File: config.mk
export PLATFORM = sky130hd
export DESIGN_NAME = mips_instruction_decoder_flat
export DESIGN_NICKNAME = d
export VERILOG_FILES = /design/src/rtl/mid_pkg.sv /design/src/rtl/mid_in_if.sv /design/src/rtl/mid_out_if.sv /design/src/rtl/mid_decode.sv /design/src/rtl/mips_instruction_decoder.sv /design/src/flat_wrapper.sv
export SDC_FILE = /design/constraint.sdc
export NUM_CORES = 1
export LEC_CHECK = 0
export BUFFER_PORTS_ARGS = -buffer_cell sky130_fd_sc_hd__clkbuf_2
export CAP_MARGIN = 5
export CORE_MARGIN = 2
export CORE_UTILIZATION = 32
export DETAILED_ROUTE_END_ITERATION = 10
export SLEW_MARGIN = 20
export SYNTH_ARGS = -nofsm -noshare
export SYNTH_HDL_FRONTEND = slang
export SYNTH_SLANG_ARGS = --single-unit
File: constraint.sdc
create_clock -name clk -period 3 [get_ports clk]
set_input_delay 0.6 -clock clk [delete_from_list [all_inputs] [get_ports clk]]
set_output_delay 0.6 -clock clk [all_outputs]
set_load 0.03 [all_outputs]
File: src/rtl/mid_pkg.sv
// Shared types, codes and decode tables for the MIPS instruction decoder.
// Depends on nothing; every other file but mid_codes_pkg imports it.
package mid_pkg;

	localparam int WORD_W = 32;
	localparam int REG_W  = 5;
	localparam int IMM_W  = 16;
	localparam int JMP_W  = 26;
	localparam int FLAG_W = 17;

	localparam logic [5:0] OPC_SPECIAL = 6'd0;

	typedef enum logic [1:0] {
		FMT_UNKNOWN = 2'd0,
		FMT_R       = 2'd1,
		FMT_I       = 2'd2,
		FMT_J       = 2'd3
	} fmt_t;

	typedef enum logic [4:0] {
		ALU_SLL    = 5'd0,
		ALU_SRL    = 5'd1,
		ALU_SRA    = 5'd2,
		ALU_SLLV   = 5'd3,
		ALU_SRLV   = 5'd4,
		ALU_SRAV   = 5'd5,
		ALU_JR     = 5'd6,
		ALU_JALR   = 5'd7,
		ALU_MOVZ   = 5'd8,
		ALU_MOVN   = 5'd9,
		ALU_BREAK  = 5'd10,
		ALU_MFHI   = 5'd11,
		ALU_MTHI   = 5'd12,
		ALU_MFLO   = 5'd13,
		ALU_MTLO   = 5'd14,
		ALU_MULT   = 5'd15,
		ALU_MULTU  = 5'd16,
		ALU_DIV    = 5'd17,
		ALU_DIVU   = 5'd18,
		ALU_ADDU   = 5'd19,
		ALU_SUB    = 5'd20,
		ALU_SUBU   = 5'd21,
		ALU_AND    = 5'd22,
		ALU_OR     = 5'd23,
		ALU_XOR    = 5'd24,
		ALU_NOR    = 5'd25,
		ALU_SLT    = 5'd26,
		ALU_SLTU   = 5'd27,
		ALU_PASS_S = 5'd28,
		ALU_ADD    = 5'd29,
		ALU_LUI    = 5'd30
	} alu_op_t;

	typedef enum logic [2:0] {
		MEM_NONE  = 3'd0,
		MEM_BYTE  = 3'd1,
		MEM_HALF  = 3'd2,
		MEM_WORD  = 3'd3,
		MEM_BYTEU = 3'd4,
		MEM_HALFU = 3'd5,
		MEM_CACHE = 3'd6
	} mem_t;

	localparam logic [FLAG_W-1:0] F_SUP     = FLAG_W'(1) << 0;
	localparam logic [FLAG_W-1:0] F_ALUSRC  = FLAG_W'(1) << 1;
	localparam logic [FLAG_W-1:0] F_REGWR   = FLAG_W'(1) << 2;
	localparam logic [FLAG_W-1:0] F_AREQ_RS = FLAG_W'(1) << 3;
	localparam logic [FLAG_W-1:0] F_ZEXT    = FLAG_W'(1) << 4;
	localparam logic [FLAG_W-1:0] F_MEMRD   = FLAG_W'(1) << 5;
	localparam logic [FLAG_W-1:0] F_MEM     = FLAG_W'(1) << 6;
	localparam logic [FLAG_W-1:0] F_MEMWR   = FLAG_W'(1) << 7;
	localparam logic [FLAG_W-1:0] F_MSTORE  = FLAG_W'(1) << 8;
	localparam logic [FLAG_W-1:0] F_AREQ_RT = FLAG_W'(1) << 9;
	localparam logic [FLAG_W-1:0] F_REGD    = FLAG_W'(1) << 10;
	localparam logic [FLAG_W-1:0] F_BREQ_RS = FLAG_W'(1) << 11;
	localparam logic [FLAG_W-1:0] F_PC8_RT  = FLAG_W'(1) << 12;
	localparam logic [FLAG_W-1:0] F_RD_HILO = FLAG_W'(1) << 13;
	localparam logic [FLAG_W-1:0] F_WR_HILO = FLAG_W'(1) << 14;
	localparam logic [FLAG_W-1:0] F_PC_R31  = FLAG_W'(1) << 15;
	localparam logic [FLAG_W-1:0] F_BREQ_RT = FLAG_W'(1) << 16;

	localparam logic [FLAG_W-1:0] G_I   = F_SUP | F_ALUSRC | F_REGWR | F_AREQ_RS;
	localparam logic [FLAG_W-1:0] G_IZ  = G_I | F_ZEXT;
	localparam logic [FLAG_W-1:0] G_LD  = F_SUP | F_ALUSRC | F_REGWR | F_MEMRD | F_MEM
		| F_AREQ_RS;
	localparam logic [FLAG_W-1:0] G_ST  = F_SUP | F_ALUSRC | F_MEMWR | F_MEM | F_MSTORE
		| F_AREQ_RS | F_AREQ_RT;
	localparam logic [FLAG_W-1:0] G_STD = F_SUP | F_REGD | F_REGWR | F_AREQ_RS | F_AREQ_RT;
	localparam logic [FLAG_W-1:0] G_ST2 = F_SUP | F_AREQ_RS | F_AREQ_RT;
	localparam logic [FLAG_W-1:0] G_S   = F_SUP | F_AREQ_RS;
	localparam logic [FLAG_W-1:0] G_D   = F_SUP | F_REGD | F_REGWR;
	localparam logic [FLAG_W-1:0] G_SD  = F_SUP | F_REGD | F_REGWR | F_AREQ_RS;

	typedef struct packed {
		fmt_t              fmt;
		alu_op_t           alu;
		mem_t              mem;
		logic [FLAG_W-1:0] flags;
	} dec_entry_t;

	typedef struct packed {
		logic [1:0]        format_class;
		logic [4:0]        alu_operation;
		logic [2:0]        memory_access;
		logic [FLAG_W-1:0] control_flags;
		logic [REG_W-1:0]  source_reg;
		logic [REG_W-1:0]  target_reg;
		logic [REG_W-1:0]  dest_reg;
		logic [REG_W-1:0]  shift_amount;
		logic [IMM_W-1:0]  immediate_value;
		logic [JMP_W-1:0]  jump_target;
	} result_t;

	localparam dec_entry_t DEC_NONE = '{FMT_UNKNOWN, ALU_SLL, MEM_NONE, '0};

	function automatic dec_entry_t mk(fmt_t f, alu_op_t a, mem_t m, logic [FLAG_W-1:0] fl);
		dec_entry_t e;
		e.fmt   = f;
		e.alu   = a;
		e.mem   = m;
		e.flags = fl;
		return e;
	endfunction

	function automatic dec_entry_t funct_lookup(logic [5:0] fn);
		dec_entry_t e;
		unique case (fn)
			6'd0:    e = mk(FMT_R, ALU_SLL,   MEM_NONE, G_STD);
			6'd2:    e = mk(FMT_R, ALU_SRL,   MEM_NONE, G_SD);
			6'd3:    e = mk(FMT_R, ALU_SRA,   MEM_NONE, G_SD);
			6'd4:    e = mk(FMT_R, ALU_SLLV,  MEM_NONE, G_STD);
			6'd6:    e = mk(FMT_R, ALU_SRLV,  MEM_NONE, G_STD);
			6'd7:    e = mk(FMT_R, ALU_SRAV,  MEM_NONE, G_STD);
			6'd8:    e = mk(FMT_R, ALU_JR,    MEM_NONE, F_SUP | F_BREQ_RS);
			6'd9:    e = mk(FMT_R, ALU_JALR,  MEM_NONE,
				F_SUP | F_REGD | F_REGWR | F_BREQ_RS | F_PC8_RT);
			6'd10:   e = mk(FMT_R, ALU_MOVZ,  MEM_NONE, G_STD);
			6'd11:   e = mk(FMT_R, ALU_MOVN,  MEM_NONE, G_STD);
			6'd13:   e = mk(FMT_R, ALU_BREAK, MEM_NONE, F_SUP);
			6'd16:   e = mk(FMT_R, ALU_MFHI,  MEM_NONE, G_D | F_RD_HILO);
			6'd17:   e = mk(FMT_R, ALU_MTHI,  MEM_NONE, G_S | F_WR_HILO);
			6'd18:   e = mk(FMT_R, ALU_MFLO,  MEM_NONE, G_D | F_RD_HILO);
			6'd19:   e = mk(FMT_R, ALU_MTLO,  MEM_NONE, G_S | F_WR_HILO);
			6'd24:   e = mk(FMT_R, ALU_MULT,  MEM_NONE, G_ST2 | F_WR_HILO);
			6'd25:   e = mk(FMT_R, ALU_MULTU, MEM_NONE, G_ST2 | F_WR_HILO);
			6'd26:   e = mk(FMT_R, ALU_DIV,   MEM_NONE, G_ST2 | F_WR_HILO);
			6'd27:   e = mk(FMT_R, ALU_DIVU,  MEM_NONE, G_ST2 | F_WR_HILO);
			6'd32:   e = mk(FMT_R, ALU_ADDU,  MEM_NONE, G_STD);
			6'd33:   e = mk(FMT_R, ALU_ADDU,  MEM_NONE, G_STD);
			6'd34:   e = mk(FMT_R, ALU_SUB,   MEM_NONE, G_STD);
			6'd35:   e = mk(FMT_R, ALU_SUBU,  MEM_NONE, G_STD);
			6'd36:   e = mk(FMT_R, ALU_AND,   MEM_NONE, G_STD);
			6'd37:   e = mk(FMT_R, ALU_OR,    MEM_NONE, G_STD);
			6'd38:   e = mk(FMT_R, ALU_XOR,   MEM_NONE, G_STD);
			6'd39:   e = mk(FMT_R, ALU_NOR,   MEM_NONE, G_STD);
			6'd42:   e = mk(FMT_R, ALU_SLT,   MEM_NONE, G_STD);
			6'd43:   e = mk(FMT_R, ALU_SLTU,  MEM_NONE, G_STD);
			default: e = DEC_NONE;
		endcase
		return e;
	endfunction

	function automatic dec_entry_t op_lookup(logic [5:0] opc);
		dec_entry_t e;
		unique case (opc)
			6'd1:    e = mk(FMT_I, ALU_SLL,    MEM_NONE, F_SUP | F_BREQ_RS);
			6'd2:    e = mk(FMT_J, ALU_SLL,    MEM_NONE, F_SUP);
			6'd3:    e = mk(FMT_J, ALU_PASS_S, MEM_NONE, F_SUP | F_PC_R31 | F_REGWR);
			6'd4:    e = mk(FMT_I, ALU_SLL,    MEM_NONE, F_SUP | F_BREQ_RS | F_BREQ_RT);
			6'd5:    e = mk(FMT_I, ALU_SLL,    MEM_NONE, F_SUP | F_BREQ_RS | F_BREQ_RT);
			6'd6:    e = mk(FMT_I, ALU_SLL,    MEM_NONE, F_SUP | F_BREQ_RS);
			6'd7:    e = mk(FMT_I, ALU_SLL,    MEM_NONE, F_SUP | F_BREQ_RS);
			6'd8:    e = mk(FMT_I, ALU_ADD,    MEM_NONE, G_I);
			6'd9:    e = mk(FMT_I, ALU_ADDU,   MEM_NONE, G_I);
			6'd10:   e = mk(FMT_I, ALU_SLT,    MEM_NONE, G_I);
			6'd11:   e = mk(FMT_I, ALU_SLTU,   MEM_NONE, G_I);
			6'd12:   e = mk(FMT_I, ALU_AND,    MEM_NONE, G_IZ);
			6'd13:   e = mk(FMT_I, ALU_OR,     MEM_NONE, G_IZ);
			6'd14:   e = mk(FMT_I, ALU_XOR,    MEM_NONE, G_IZ);
			6'd15:   e = mk(FMT_I, ALU_LUI,    MEM_NONE, G_I);
			6'd32:   e = mk(FMT_I, ALU_ADDU,   MEM_BYTE,  G_LD);
			6'd33:   e = mk(FMT_I, ALU_ADDU,   MEM_HALF,  G_LD);
			6'd34:   e = mk(FMT_I, ALU_ADDU,   MEM_NONE,  F_MEM);
			6'd35:   e = mk(FMT_I, ALU_ADDU,   MEM_WORD,  G_LD);
			6'd36:   e = mk(FMT_I, ALU_ADDU,   MEM_BYTEU, G_LD);
			6'd37:   e = mk(FMT_I, ALU_ADDU,   MEM_HALFU, G_LD);
			6'd38:   e = mk(FMT_I, ALU_ADDU,   MEM_NONE,  F_MEM);
			6'd40:   e = mk(FMT_I, ALU_ADDU,   MEM_BYTE,  G_ST);
			6'd41:   e = mk(FMT_I, ALU_ADDU,   MEM_HALF,  G_ST);
			6'd42:   e = mk(FMT_I, ALU_ADDU,   MEM_NONE,  F_MEM | F_MSTORE);
			6'd43:   e = mk(FMT_I, ALU_ADDU,   MEM_WORD,  G_ST);
			6'd46:   e = mk(FMT_I, ALU_ADDU,   MEM_NONE,  F_MEM | F_MSTORE);
			6'd47:   e = mk(FMT_I, ALU_ADDU,   MEM_CACHE,
				F_SUP | F_ALUSRC | F_MEM | F_MSTORE);
			default: e = DEC_NONE;
		endcase
		return e;
	endfunction

endpackage

File: src/rtl/mid_in_if.sv
// Input channel: one instruction word per item, valid/ready handshake.
// Depends on mid_pkg for the word width.
interface mid_in_if import mid_pkg::*; ();
	logic              valid;
	logic              ready;
	logic [WORD_W-1:0] instruction_word;

	modport source (output valid, output instruction_word, input ready);
	modport sink   (input valid, input instruction_word, output ready);
endinterface

File: src/rtl/mid_out_if.sv
// Output channel: one decoded result per item, valid/ready handshake.
// Depends on mid_pkg for the field widths.
interface mid_out_if import mid_pkg::*; ();
	logic              valid;
	logic              ready;
	logic [1:0]        format_class;
	logic [4:0]        alu_operation;
	logic [2:0]        memory_access;
	logic [FLAG_W-1:0] control_flags;
	logic [REG_W-1:0]  source_reg;
	logic [REG_W-1:0]  target_reg;
	logic [REG_W-1:0]  dest_reg;
	logic [REG_W-1:0]  shift_amount;
	logic [IMM_W-1:0]  immediate_value;
	logic [JMP_W-1:0]  jump_target;

	modport source (output valid, output format_class, output alu_operation,
		output memory_access, output control_flags, output source_reg, output target_reg,
		output dest_reg, output shift_amount, output immediate_value, output jump_target,
		input ready);
	modport sink   (input valid, input format_class, input alu_operation,
		input memory_access, input control_flags, input source_reg, input target_reg,
		input dest_reg, input shift_amount, input immediate_value, input jump_target,
		output ready);
endinterface

File: src/rtl/mid_decode.sv
// Combinational decode of one instruction word through the two-level table.
// Depends on mid_pkg for the tables and the result type.
module mid_decode import mid_pkg::*; (
	input  logic [WORD_W-1:0] word,
	output result_t           result
);

	logic [5:0] opc;
	logic [5:0] fn;
	dec_entry_t entry;

	assign opc = word[31:26];
	assign fn  = word[5:0];

	always_comb begin
		if (opc == OPC_SPECIAL) begin
			entry = funct_lookup(fn);
		end else begin
			entry = op_lookup(opc);
		end
	end

	always_comb begin
		result.format_class    = entry.fmt;
		result.alu_operation   = entry.alu;
		result.memory_access   = entry.mem;
		result.control_flags   = entry.flags;
		result.source_reg      = word[25:21];
		result.target_reg      = word[20:16];
		result.dest_reg        = word[15:11];
		result.shift_amount    = word[10:6];
		result.immediate_value = word[15:0];
		result.jump_target     = word[25:0];
	end

endmodule

File: src/rtl/mips_instruction_decoder.sv
// MIPS32 instruction decoder, top level: input register, decode, result register.
// Depends on mid_pkg, mid_in_if, mid_out_if and mid_decode.
//
// Usage:
//   req carries one 32-bit instruction word per item; rsp carries the decoded
//   format, ALU operation, memory access kind, control flags and raw fields.
//   An item moves on a rising edge of clk where valid and ready are both high.
//   An item accepted on req is held in the input register while the decode
//   table feeds the result register, whose output drives rsp.valid and the
//   decoded fields. Throughput is one item per cycle while rsp is not
//   stalled; the table lookup is the only logic between the two registers.
//   When rsp is stalled, the result register holds, the input register
//   keeps taking an item until it is also full, and req.ready then drops.
//   Asynchronous reset (arst_n low) empties both registers; rsp.valid is low
//   and req.ready is high right after reset.
module mips_instruction_decoder import mid_pkg::*; (
	input  logic      clk,
	input  logic      arst_n,
	mid_in_if.sink    req,
	mid_out_if.source rsp
);

	logic              valid_s1;
	logic [WORD_W-1:0] word_s1;
	logic              valid_s2;
	result_t           result_s2;
	result_t           dec_result;
	logic              advance_s2;

	assign advance_s2 = !valid_s2 || rsp.ready;
	assign req.ready  = !valid_s1 || advance_s2;

	mid_decode u_decode (
		.word   (word_s1),
		.result (dec_result)
	);

	always_ff @(posedge clk or negedge arst_n) begin
		if (!arst_n) begin
			valid_s1 <= 1'b0;
			valid_s2 <= 1'b0;
		end else begin
			if (req.ready) begin
				valid_s1 <= req.valid;
			end
			if (advance_s2) begin
				valid_s2 <= valid_s1;
			end
		end
	end

	always_ff @(posedge clk) begin
		if (req.valid && req.ready) begin
			word_s1 <= req.instruction_word;
		end
		if (advance_s2 && valid_s1) begin
			result_s2 <= dec_result;
		end
	end

	assign rsp.valid           = valid_s2;
	assign rsp.format_class    = result_s2.format_class;
	assign rsp.alu_operation   = result_s2.alu_operation;
	assign rsp.memory_access   = result_s2.memory_access;
	assign rsp.control_flags   = result_s2.control_flags;
	assign rsp.source_reg      = result_s2.source_reg;
	assign rsp.target_reg      = result_s2.target_reg;
	assign rsp.dest_reg        = result_s2.dest_reg;
	assign rsp.shift_amount    = result_s2.shift_amount;
	assign rsp.immediate_value = result_s2.immediate_value;
	assign rsp.jump_target     = result_s2.jump_target;

	a_s1_holds_on_stall: assert property (@(posedge clk) disable iff (!arst_n)
		(valid_s1 && !advance_s2) |=> (valid_s1 && $stable(word_s1)))
		else $error("input register lost its item during a stall");

	a_s1_moves_to_s2: assert property (@(posedge clk) disable iff (!arst_n)
		(valid_s1 && advance_s2) |=> valid_s2)
		else $error("decoded item did not reach the result register");

	a_unknown_is_zero: assert property (@(posedge clk) disable iff (!arst_n)
		(valid_s2 && result_s2.format_class == FMT_UNKNOWN) |->
		(result_s2.control_flags == '0 && result_s2.alu_operation == ALU_SLL
		&& result_s2.memory_access == MEM_NONE))
		else $error("unknown encoding decoded with nonzero controls");

	a_mem_is_itype: assert property (@(posedge clk) disable iff (!arst_n)
		(valid_s2 && result_s2.memory_access != MEM_NONE) |->
		(result_s2.format_class == FMT_I && (result_s2.control_flags & F_MEM) != '0))
		else $error("memory access on a non I-type decode");

	a_accept_fills_s1: assert property (@(posedge clk) disable iff (!arst_n)
		(req.valid && req.ready) |=> valid_s1)
		else $error("accepted item not held in the input register");

endmodule

File: src/flat_wrapper.sv
// flat-port wrapper written by rule: the top's interface ports become plain ports
module mips_instruction_decoder_flat import mid_pkg::*;
  (clk, arst_n, req_valid, req_instruction_word, req_ready, rsp_valid, rsp_format_class, rsp_alu_operation, rsp_memory_access, rsp_control_flags, rsp_source_reg, rsp_target_reg, rsp_dest_reg, rsp_shift_amount, rsp_immediate_value, rsp_jump_target, rsp_ready);
  mid_in_if req_i ();
  mid_out_if rsp_i ();
  input  logic clk;
  input  logic arst_n;
  input wire logic [$bits(req_i.valid)-1:0] req_valid;
  input wire logic [$bits(req_i.instruction_word)-1:0] req_instruction_word;
  output wire logic [$bits(req_i.ready)-1:0] req_ready;
  output wire logic [$bits(rsp_i.valid)-1:0] rsp_valid;
  output wire logic [$bits(rsp_i.format_class)-1:0] rsp_format_class;
  output wire logic [$bits(rsp_i.alu_operation)-1:0] rsp_alu_operation;
  output wire logic [$bits(rsp_i.memory_access)-1:0] rsp_memory_access;
  output wire logic [$bits(rsp_i.control_flags)-1:0] rsp_control_flags;
  output wire logic [$bits(rsp_i.source_reg)-1:0] rsp_source_reg;
  output wire logic [$bits(rsp_i.target_reg)-1:0] rsp_target_reg;
  output wire logic [$bits(rsp_i.dest_reg)-1:0] rsp_dest_reg;
  output wire logic [$bits(rsp_i.shift_amount)-1:0] rsp_shift_amount;
  output wire logic [$bits(rsp_i.immediate_value)-1:0] rsp_immediate_value;
  output wire logic [$bits(rsp_i.jump_target)-1:0] rsp_jump_target;
  input wire logic [$bits(rsp_i.ready)-1:0] rsp_ready;
  assign req_i.valid = req_valid;
  assign req_i.instruction_word = req_instruction_word;
  assign req_ready = req_i.ready;
  assign rsp_valid = rsp_i.valid;
  assign rsp_format_class = rsp_i.format_class;
  assign rsp_alu_operation = rsp_i.alu_operation;
  assign rsp_memory_access = rsp_i.memory_access;
  assign rsp_control_flags = rsp_i.control_flags;
  assign rsp_source_reg = rsp_i.source_reg;
  assign rsp_target_reg = rsp_i.target_reg;
  assign rsp_dest_reg = rsp_i.dest_reg;
  assign rsp_shift_amount = rsp_i.shift_amount;
  assign rsp_immediate_value = rsp_i.immediate_value;
  assign rsp_jump_target = rsp_i.jump_target;
  assign rsp_i.ready = rsp_ready;
  mips_instruction_decoder u_core (.clk(clk), .arst_n(arst_n), .req(req_i), .rsp(rsp_i));
endmodule
== Yosys cells after proc, flatten, opt, wreduce, memory -nomap -nowiden ==
Memory sizes are Yosys's and may differ from the RTL's. A register that Yosys moved wholly into a read port is not among the register bits.
Cells that the tools add are included.

* Bits in registers: 123
* ROM bits: 2,432
* Input bits: 36
* Output and inout bits: 91
* Logic and storage cells: 25
* Memories kept: 2

* Multiplexer cells: 3
* Reduce and logical (&&, ||, !) cells: 7

{| class="wikitable"
|+ Memory list
! memory !! words !! width !! read ports !! clocked after memory_dff !! wr ports !! line !! source
|-
| (no name shown) || 64 || 23 || 1 || 1 || 0 || mid_pkg.sv:165 || <nowiki>unique case (opc)</nowiki>
|-
| (no name shown) || 64 || 15 || 1 || 1 || 0 || mid_pkg.sv:127 || <nowiki>unique case (fn)</nowiki>
|}

{| class="wikitable"
|+ Operators by type and width
! operator !! number
|-
| $mux 27 || 1
|-
| $mux 6 || 2
|-
| $logic_not 6->1 || 1
|-
| $logic_and 1x1->1 || 2
|-
| $logic_not 1->1 || 2
|-
| $logic_or 1x1->1 || 2
|}

== Depth between registers and ports, before layout ==
Gate-level depths: netlist (run 1).

* Depth in word-level cells: 5
* Depth in mapped cells: 10
* Gate-level depth less buffers: 9

== Modules after synthesis ==
From an unflattened synthesis (run 1), not the netlist that was laid out.

* Cells, all modules: 343
* Area total of the unflattened synthesis: 5,208.7 µm²

{| class="wikitable"
|+ Modules (own cells, without submodules)
! module !! instances !! cells each !! area each (µm²) !! seq. area each (µm²)
|-
| mips_instruction_decoder || 1 || 129 || 3,737.3 || 3,683.5
|-
| mid_decode || 1 || 214 || 1,471.4 || 0.0
|}

== Worst setup path before layout (run 1) ==
No wires, ideal clock.

* Kind: input to register
* Start point: input req_valid
* End point: register with a tool-made name
* Setup time: 0.070 ns
* Data arrival time: 2.380 ns
* Data required time: 2.930 ns
* Slack: 0.550 ns
* Stages on the path: 10
* Buffers on the path: 3
* Path through: buf_4 buf_2 buf_2 nand3_1 nand2_1 clkinv_1 ha_1 and3_1 a311o_1 a21oi_1

{| class="wikitable"
|+ RTL lines
! element !! line !! source
|-
| start: declaration || flat_wrapper.sv:8 || <nowiki>input wire logic [$bits(req_i.valid)-1:0] req_valid;</nowiki>
|}

==> out/results.ini, run 1 <==
[timing]
fin_crit_ns = 2.382
min_period_over_period = 0.7939
slew_violations = 0
worst_pin_slew_ns = 0.7199
hold_viol = 0
finalSetupViolCount = 0
slew_headroom = 0.5201
rsz0062_at_grt = false
max_freq_ghz = 0.4199
setup_tns_ns = 0
worst_clock_skew_ns = 0.005323
whs_ns = 0.3547

[layout]
final_cells = 785
final_area_um2 = 6528
num-fill-cells = 1567
area_delta_synth_final_pct = 23.22
drive_gt1_frac = 0.3381
final_common_cell = clkbuf_2
multi_input_area_um2 = 1599
antenna_cells = 0
seqCellArea_um2 = 3303
layout_common_cells = 126 x clkbuf_2, 85 x edfxtp_1, 46 x nand2_1
nets = 594

[detailed_routing]
first_pass_iters = 7
drt_first_iter_violations = 304
via_per_inst = 4.894
wl_um = 12300
num_vias = 3842
drc = 0
antenna_left = 0
post_drt_wl_per_cell_um = 15.67

[synthesis]
synth_nets = 484
synth_warnings = 0
synth-edff-count = 85
yosysUniqueCellTypes = 71
synthCells = 442
async_flop_share = 0.01639
ys.flop_type = edfxtp_1
seq_area_frac_synth = 0.6235
avgSynthCellArea_um2 = 11.99
ys_seq_elements = 122
synth_area_um2 = 5298

[clocking]
cts_buffer_depth = 2
ctsResizeCount = 0
cts_max_level = 4
tritoncts = yes
path_clk_slew_ns = 0.06
clock-sinks = 122
root_buffer = clkbuf_16
clk-insertion-delay-late_ns = 0.42
cts_buffers = 17

[pwr]
peakVddDrop_v = 0.0003926
p_leak_nw = 2.689
powerDensity_nw_per_um2 = 709.7

[die]
die_width_um = 132.7
start_util = 0.3229
chipHeight_um = 132.7
core_um2 = 16410
die_area_um2 = 17600
rows = 47
pin_count = 127

[critical_path]
cp-end-kind = flip-flop
critPathSlowestCell = dfrtp_1
critPathRequiredTime_ns = 3.31
worstPathMaxFanout = 27
cpPeakStageDelay_ns = 0.40
start_kind = flip-flop
critPathArrivalTime_ns = 2.69
path_class = reg2reg
cp_cell_sequence = and3b_4 > inv_4 > nand2_1 > a21oi_2 > inv_2 > ha_1 > or3_1 > a32o_1
critical_path.top_delay_family = simple AND/OR/NAND/NOR gates
path_buf_inv = 2

[placed_design]
dp.cells = 752
post-dp-hpwl_um = 8970
dpl_cell_area_um2 = 5964
gp_congestion = 0.8784
numPortBuffers = 126

[global_routing]
antenna_found_initial = 0
grt_max_degree = 54
grt_usage = 0.1438
grt_pass1_wl_um = 19320
grt_pass1_vias = 3610
grt_overflow = 0

[job]
maxCapViolations = 0

[worst_hold_path]
hold_path.class = in2reg

[run_status]
status = finished, final reports clean

## repair_timing
| action | in CTS | in global routing |
|---|---|---|
| hold buffers | 1 | 0 |
| hold endpoints to repair | 2 | 0 |
| buffers inserted | 0 | 0 |
## cells in the mapped netlist (all sizes together), types with 2 or more instances
library cell	number	share of area
edfxtp	85	0.48
nand2	48	0.035
buf	45	0.062
dfxtp	35	0.13
and2	27	0.032
o21ai	23	0.022
nor2	19	0.014
a21oi	16	0.016
nand3	12	0.011
inv	10	0.0076
a211oi	9	0.013
nand2b	9	0.011
and3	7	0.0092
nor3	7	0.0066
a21boi	6	0.0092
clkbuf	6	0.0043
ha	6	0.014
a21o	5	0.0071
a2111oi	4	0.0078
a22oi	4	0.0057
a31oi	3	0.0035
nand4b	3	0.0050
nor2b	3	0.0035
o211ai	3	0.0043
o221ai	3	0.0050
o22ai	3	0.0035
a211o	2	0.0033
a221o	2	0.0038
a221oi	2	0.0033
a311o	2	0.0038
dfrtp	2	0.0094
mux2	2	0.0050
mux2i	2	0.0038
nor4	2	0.0024
o21bai	2	0.0028
or2	2	0.0024
## metrics by stage
| stage | worst slack, ns | util | power, mW |
|---|---|---|---|
| global route | 0.4268 | 0.3978 | 4.834 |
| finish | 0.6184 | 0.3978 | 4.632 |
| floorplan | 0.5500 | - | 2.585 |
| global placement | 0.4151 | 0.3635 | 2.787 |
| detailed placement | 0.3378 | 0.3635 | 2.784 |
| CTS | 0.6370 | 0.3978 | 4.689 |
## worst reg2reg max path: cells and delay by family, from the launching register on
kind                     cells  cell delay, ns
buffers and inverters        2            0.37
AND/OR/NAND/NOR              3            0.76
AO/OA/AOI/OAI                2            0.52
adder cells (fa/ha/maj)      1            0.22
flip-flops                   1            0.40
## metal layers
metal | vias up | global-route usage | wire length [um]
li1 | 1825 | - | -
met2 | 191 | 0.2245 | 5609
met1 | 1808 | 0.1850 | 5670
met3 | 18 | 0.04636 | 814
met4 | 0 | 0.05854 | 207
met5 | - | 0 | 0
## power breakdown
| group | internal [mW] | leakage [nW] | switching, mW | total (mW) |
|---|---|---|---|---|
| logic | 0.222 | 1.29 | 0.509 | 0.730 |
| registers | 1.97 | 1.14 | 0.0521 | 2.02 |
| clock network | 1.14 | 0.265 | 0.739 | 1.88 |
## kinds of logic after synthesis
group | Yosys count | synth area share
adder cells (fa/ha/maj) | 6 | 0.01417
flip-flops | 122 | 0.6235
XOR/XNOR | 1 | 0.001654
buffers and inverters | 62 | 0.07487
AO/OA/AOI/OAI | 101 | 0.1342
multiplexers | 4 | 0.008738
AND/OR/NAND/NOR | 146 | 0.1429
## path summary, 6_finish.rpt
check	from	cells past startpoint	slack [ns]	to
hold reg to reg	u_core.word_s1[14]$_DFFE_PN_	0	0.42	u_core.rsp.jump_target[14]$_DFFE_PP_
hold / removal	req_instruction_word[11]	1	0.35	u_core.word_s1[11]$_DFFE_PN_
max in group asynchronous	arst_n	2	2.40	u_core.valid_s1$_DFFE_PN0N_
setup reg to reg	u_core.rsp.valid$_DFFE_PN0P_	8	0.62	flip-flop
setup / recovery	u_core.rsp.valid$_DFFE_PN0P_	8	0.62	flip-flop
min in group asynchronous	arst_n	2	0.50	u_core.rsp.valid$_DFFE_PN0P_
## area by class of cell
cell class	instances	area share
Clock buffer	19	0.06632
Clock inverter	13	0.01840
Inverter	11	0.006709
Multi-Input combinational cell	258	0.2450
Sequential cell	122	0.5060
Tap cell	220	0.04217
Timing Repair Buffer	142	0.1154
No activity file was read; power rests on OpenSTA's default activity.
==> run 2: changes to the inputs <==
Clock period 3 ns to 2 ns, I/O delays scaled along.
==> out/results.ini, run 2 (synthesized netlist as in run 1, its figures left out) <==
[placed_design]
numPortBuffers = 126  ; unchanged
gp_congestion = 0.8736  ; -0.55%
post-dp-hpwl_um = 9737  ; +8.5%
dp.cells = 814  ; +8.2%

[global_routing]
antenna_found_initial = 0  ; unchanged
grtUsageMet1 = 0.1956  ; +0.01068
top_usage_layer = met2
use_met2 = 0.2421  ; +0.01756
grt_max_degree = 54  ; unchanged
grt_pass1_wl_um = 20850  ; +7.9%
grt_overflow = 0  ; unchanged
grt_usage = 0.1530  ; +0.009237
use_met3 = 0.03793  ; -0.008429
grt_pass1_vias = 4061  ; +12%

[critical_path]
r2r_slack_ns = 0.02  ; -0.60 ns
cp-end-kind = flip-flop
worstPathMaxFanout = 11  ; -59%
path_class = reg2reg
critPathRequiredTime_ns = 2.28  ; -1.03 ns
critPathSlowestCell = dfrtp_2
reg2reg_from = u_core.rsp.valid$_DFFE_PN0P_
cp_cell_sequence = and3b_4 > inv_6 > nand2_2 > a21oi_4 > inv_2 > ha_1 > and3_1 > o32ai_2 > o311ai_1
start_kind = flip-flop
critPathArrivalTime_ns = 2.26  ; -0.43 ns
ff2ff_path_depth = 9  ; +1
cpPeakStageDelay_ns = 0.39  ; about the same

[clocking]
root_buffer = clkbuf_16
tritoncts = yes
cts_buffers = 17  ; unchanged
path_clk_slew_ns = 0.05  ; about the same
clock-sinks = 122  ; unchanged
clk-insertion-delay-late_ns = 0.41  ; about the same
cts_max_level = 4  ; unchanged
cts_buffer_depth = 2  ; unchanged

[pwr]
p_leak_nw = 3.073  ; +14%
peakVddDrop_v = 0.0005968  ; +52%
powerDensity_nw_per_um2 = 1004  ; +42%
total_power_mw = 7.344  ; +59%

[die]
start_util = 0.3229  ; unchanged
die_width_um = 132.7  ; unchanged
pin_count = 127  ; unchanged
chipHeight_um = 132.7  ; unchanged
rows = 47  ; unchanged
core_um2 = 16410  ; unchanged
die_area_um2 = 17600  ; unchanged

[layout]
antenna_cells = 0  ; unchanged
multi_input_area_um2 = 1809  ; +13%
num-fill-cells = 1565  ; -0.13%
area_delta_synth_final_pct = 38.03
nets = 661  ; +11%
final_common_cell = clkbuf_2
drive_gt1_frac = 0.4636  ; +0.1256
layout_common_cells = 126 x clkbuf_2, 85 x edfxtp_1, 79 x buf_4
final_cells = 852  ; +8.5%
seqCellArea_um2 = 3304  ; about the same

[detailed_routing]
drc = 0  ; unchanged
drt_first_iter_violations = 292  ; -3.9%
first_pass_iters = 5  ; -2
wl_um = 13150  ; +6.9%
num_vias = 4084  ; +6.3%
post_drt_wl_per_cell_um = 15.43  ; -1.5%
via_per_inst = 4.793  ; -2.1%
antenna_left = 0  ; unchanged

[run_status]
status = finished, final reports clean

[worst_hold_path]
worstHoldStart = req_instruction_word[15]
min_to = u_core.word_s1[15]$_DFFE_PN_
hold_path.class = in2reg
hold_path_depth = 1  ; unchanged

[timing]
fin_crit_ns = 1.980  ; -0.4012 ns
slew_violations = 0  ; unchanged
min_period_over_period = 0.9902  ; +0.1963
rsz0062_at_grt = true
finalSetupViolCount = 0  ; unchanged
worst_clock_skew_ns = 0.009034  ; +0.003711 ns
max_freq_ghz = 0.5050  ; +20%
worst_pin_slew_ns = 0.5200  ; -0.1999 ns
slew_headroom = 0.6518  ; +0.1317
hold_viol = 0  ; unchanged

[job]
maxCapViolations = 0  ; unchanged

run 2: how the worst max path moves through the flow:
| stage | from | end | slack, ns | depth (start not counted) |
|---|---|---|---|---|
| floorplan | req_valid | flip-flop | -0.07 | 10 |
| global placement | rsp_ready | flip-flop | -0.21 | 10 |
| detailed placement | rsp_ready | flip-flop | -0.20 | 10 |
| CTS | u_core.valid_s1$_DFFE_PN0N_ | flip-flop | -0.03 | 7 |
| global route | u_core.valid_s1$_DFFE_PN0N_ | flip-flop | -0.07 | 9 |
| finish | u_core.rsp.valid$_DFFE_PN0P_ | flip-flop | 0.02 | 9 |
run 2: layout make-up:
class                      count  area share
inverter                      11    0.007358
multi-input combinational    258      0.2474
tap                          220     0.03765
clock inverter                10     0.01215
clock buffer                  22     0.06776
sequential                   122      0.4519
timing repair buffer         209      0.1757
run 2: stage by stage:
step / setup TNS (ns) / setup WS (ns) / hold WS [ns] / util / instance area, um2
final: 0 / 0.01964 / 0.1621 / 0.4457 / 7312
after global routing: -0.2786 / -0.07445 / 0.1458 / 0.4457 / 7312
after CTS: -0.07044 / -0.03068 / 0.1427 / 0.4357 / 7148
after detailed placement: -3.016 / -0.2001 / 0.1876 / 0.3969 / 6513
after global placement: -2.730 / -0.2123 / 0.1858 / 0.3969 / 6513
after floorplan: -0.1909 / -0.06607 / 0.1044 / - / 5369
run 2: power breakdown:
| group | internal, mW | switching, mW |
|---|---|---|
| Sequential | 2.95 | 0.0835 |
| Clock | 1.87 | 1.07 |
| Combinational | 0.519 | 0.841 |
run 2: what timing repair did:
action                                  in CTS  in global routing
setup buffers                                1                  4
hold buffers                                 1                  0
gates resized for setup                      6                 36
endpoints found under the setup margin       6                 22
endpoints found under the hold margin        2                  0
pin swaps                                    2                 13
run 2: worst max-delay path: cells and delay by family, from the launching register on:
| kind | cells | cell delay (ns) |
|---|---|---|
| AOI/OAI and AO/OA | 3 | 0.59 |
| buffers and inverters | 2 | 0.18 |
| and+or+nand+nor | 3 | 0.49 |
| adders and majority gates | 1 | 0.20 |
| DFF | 1 | 0.39 |
run 2: per-layer routing:
layer	routed length (um)	vias to the layer above
met3	782	22
met1	5844	1933
met2	6218	173
li1	-	1956
met5	0	-
met4	302	0
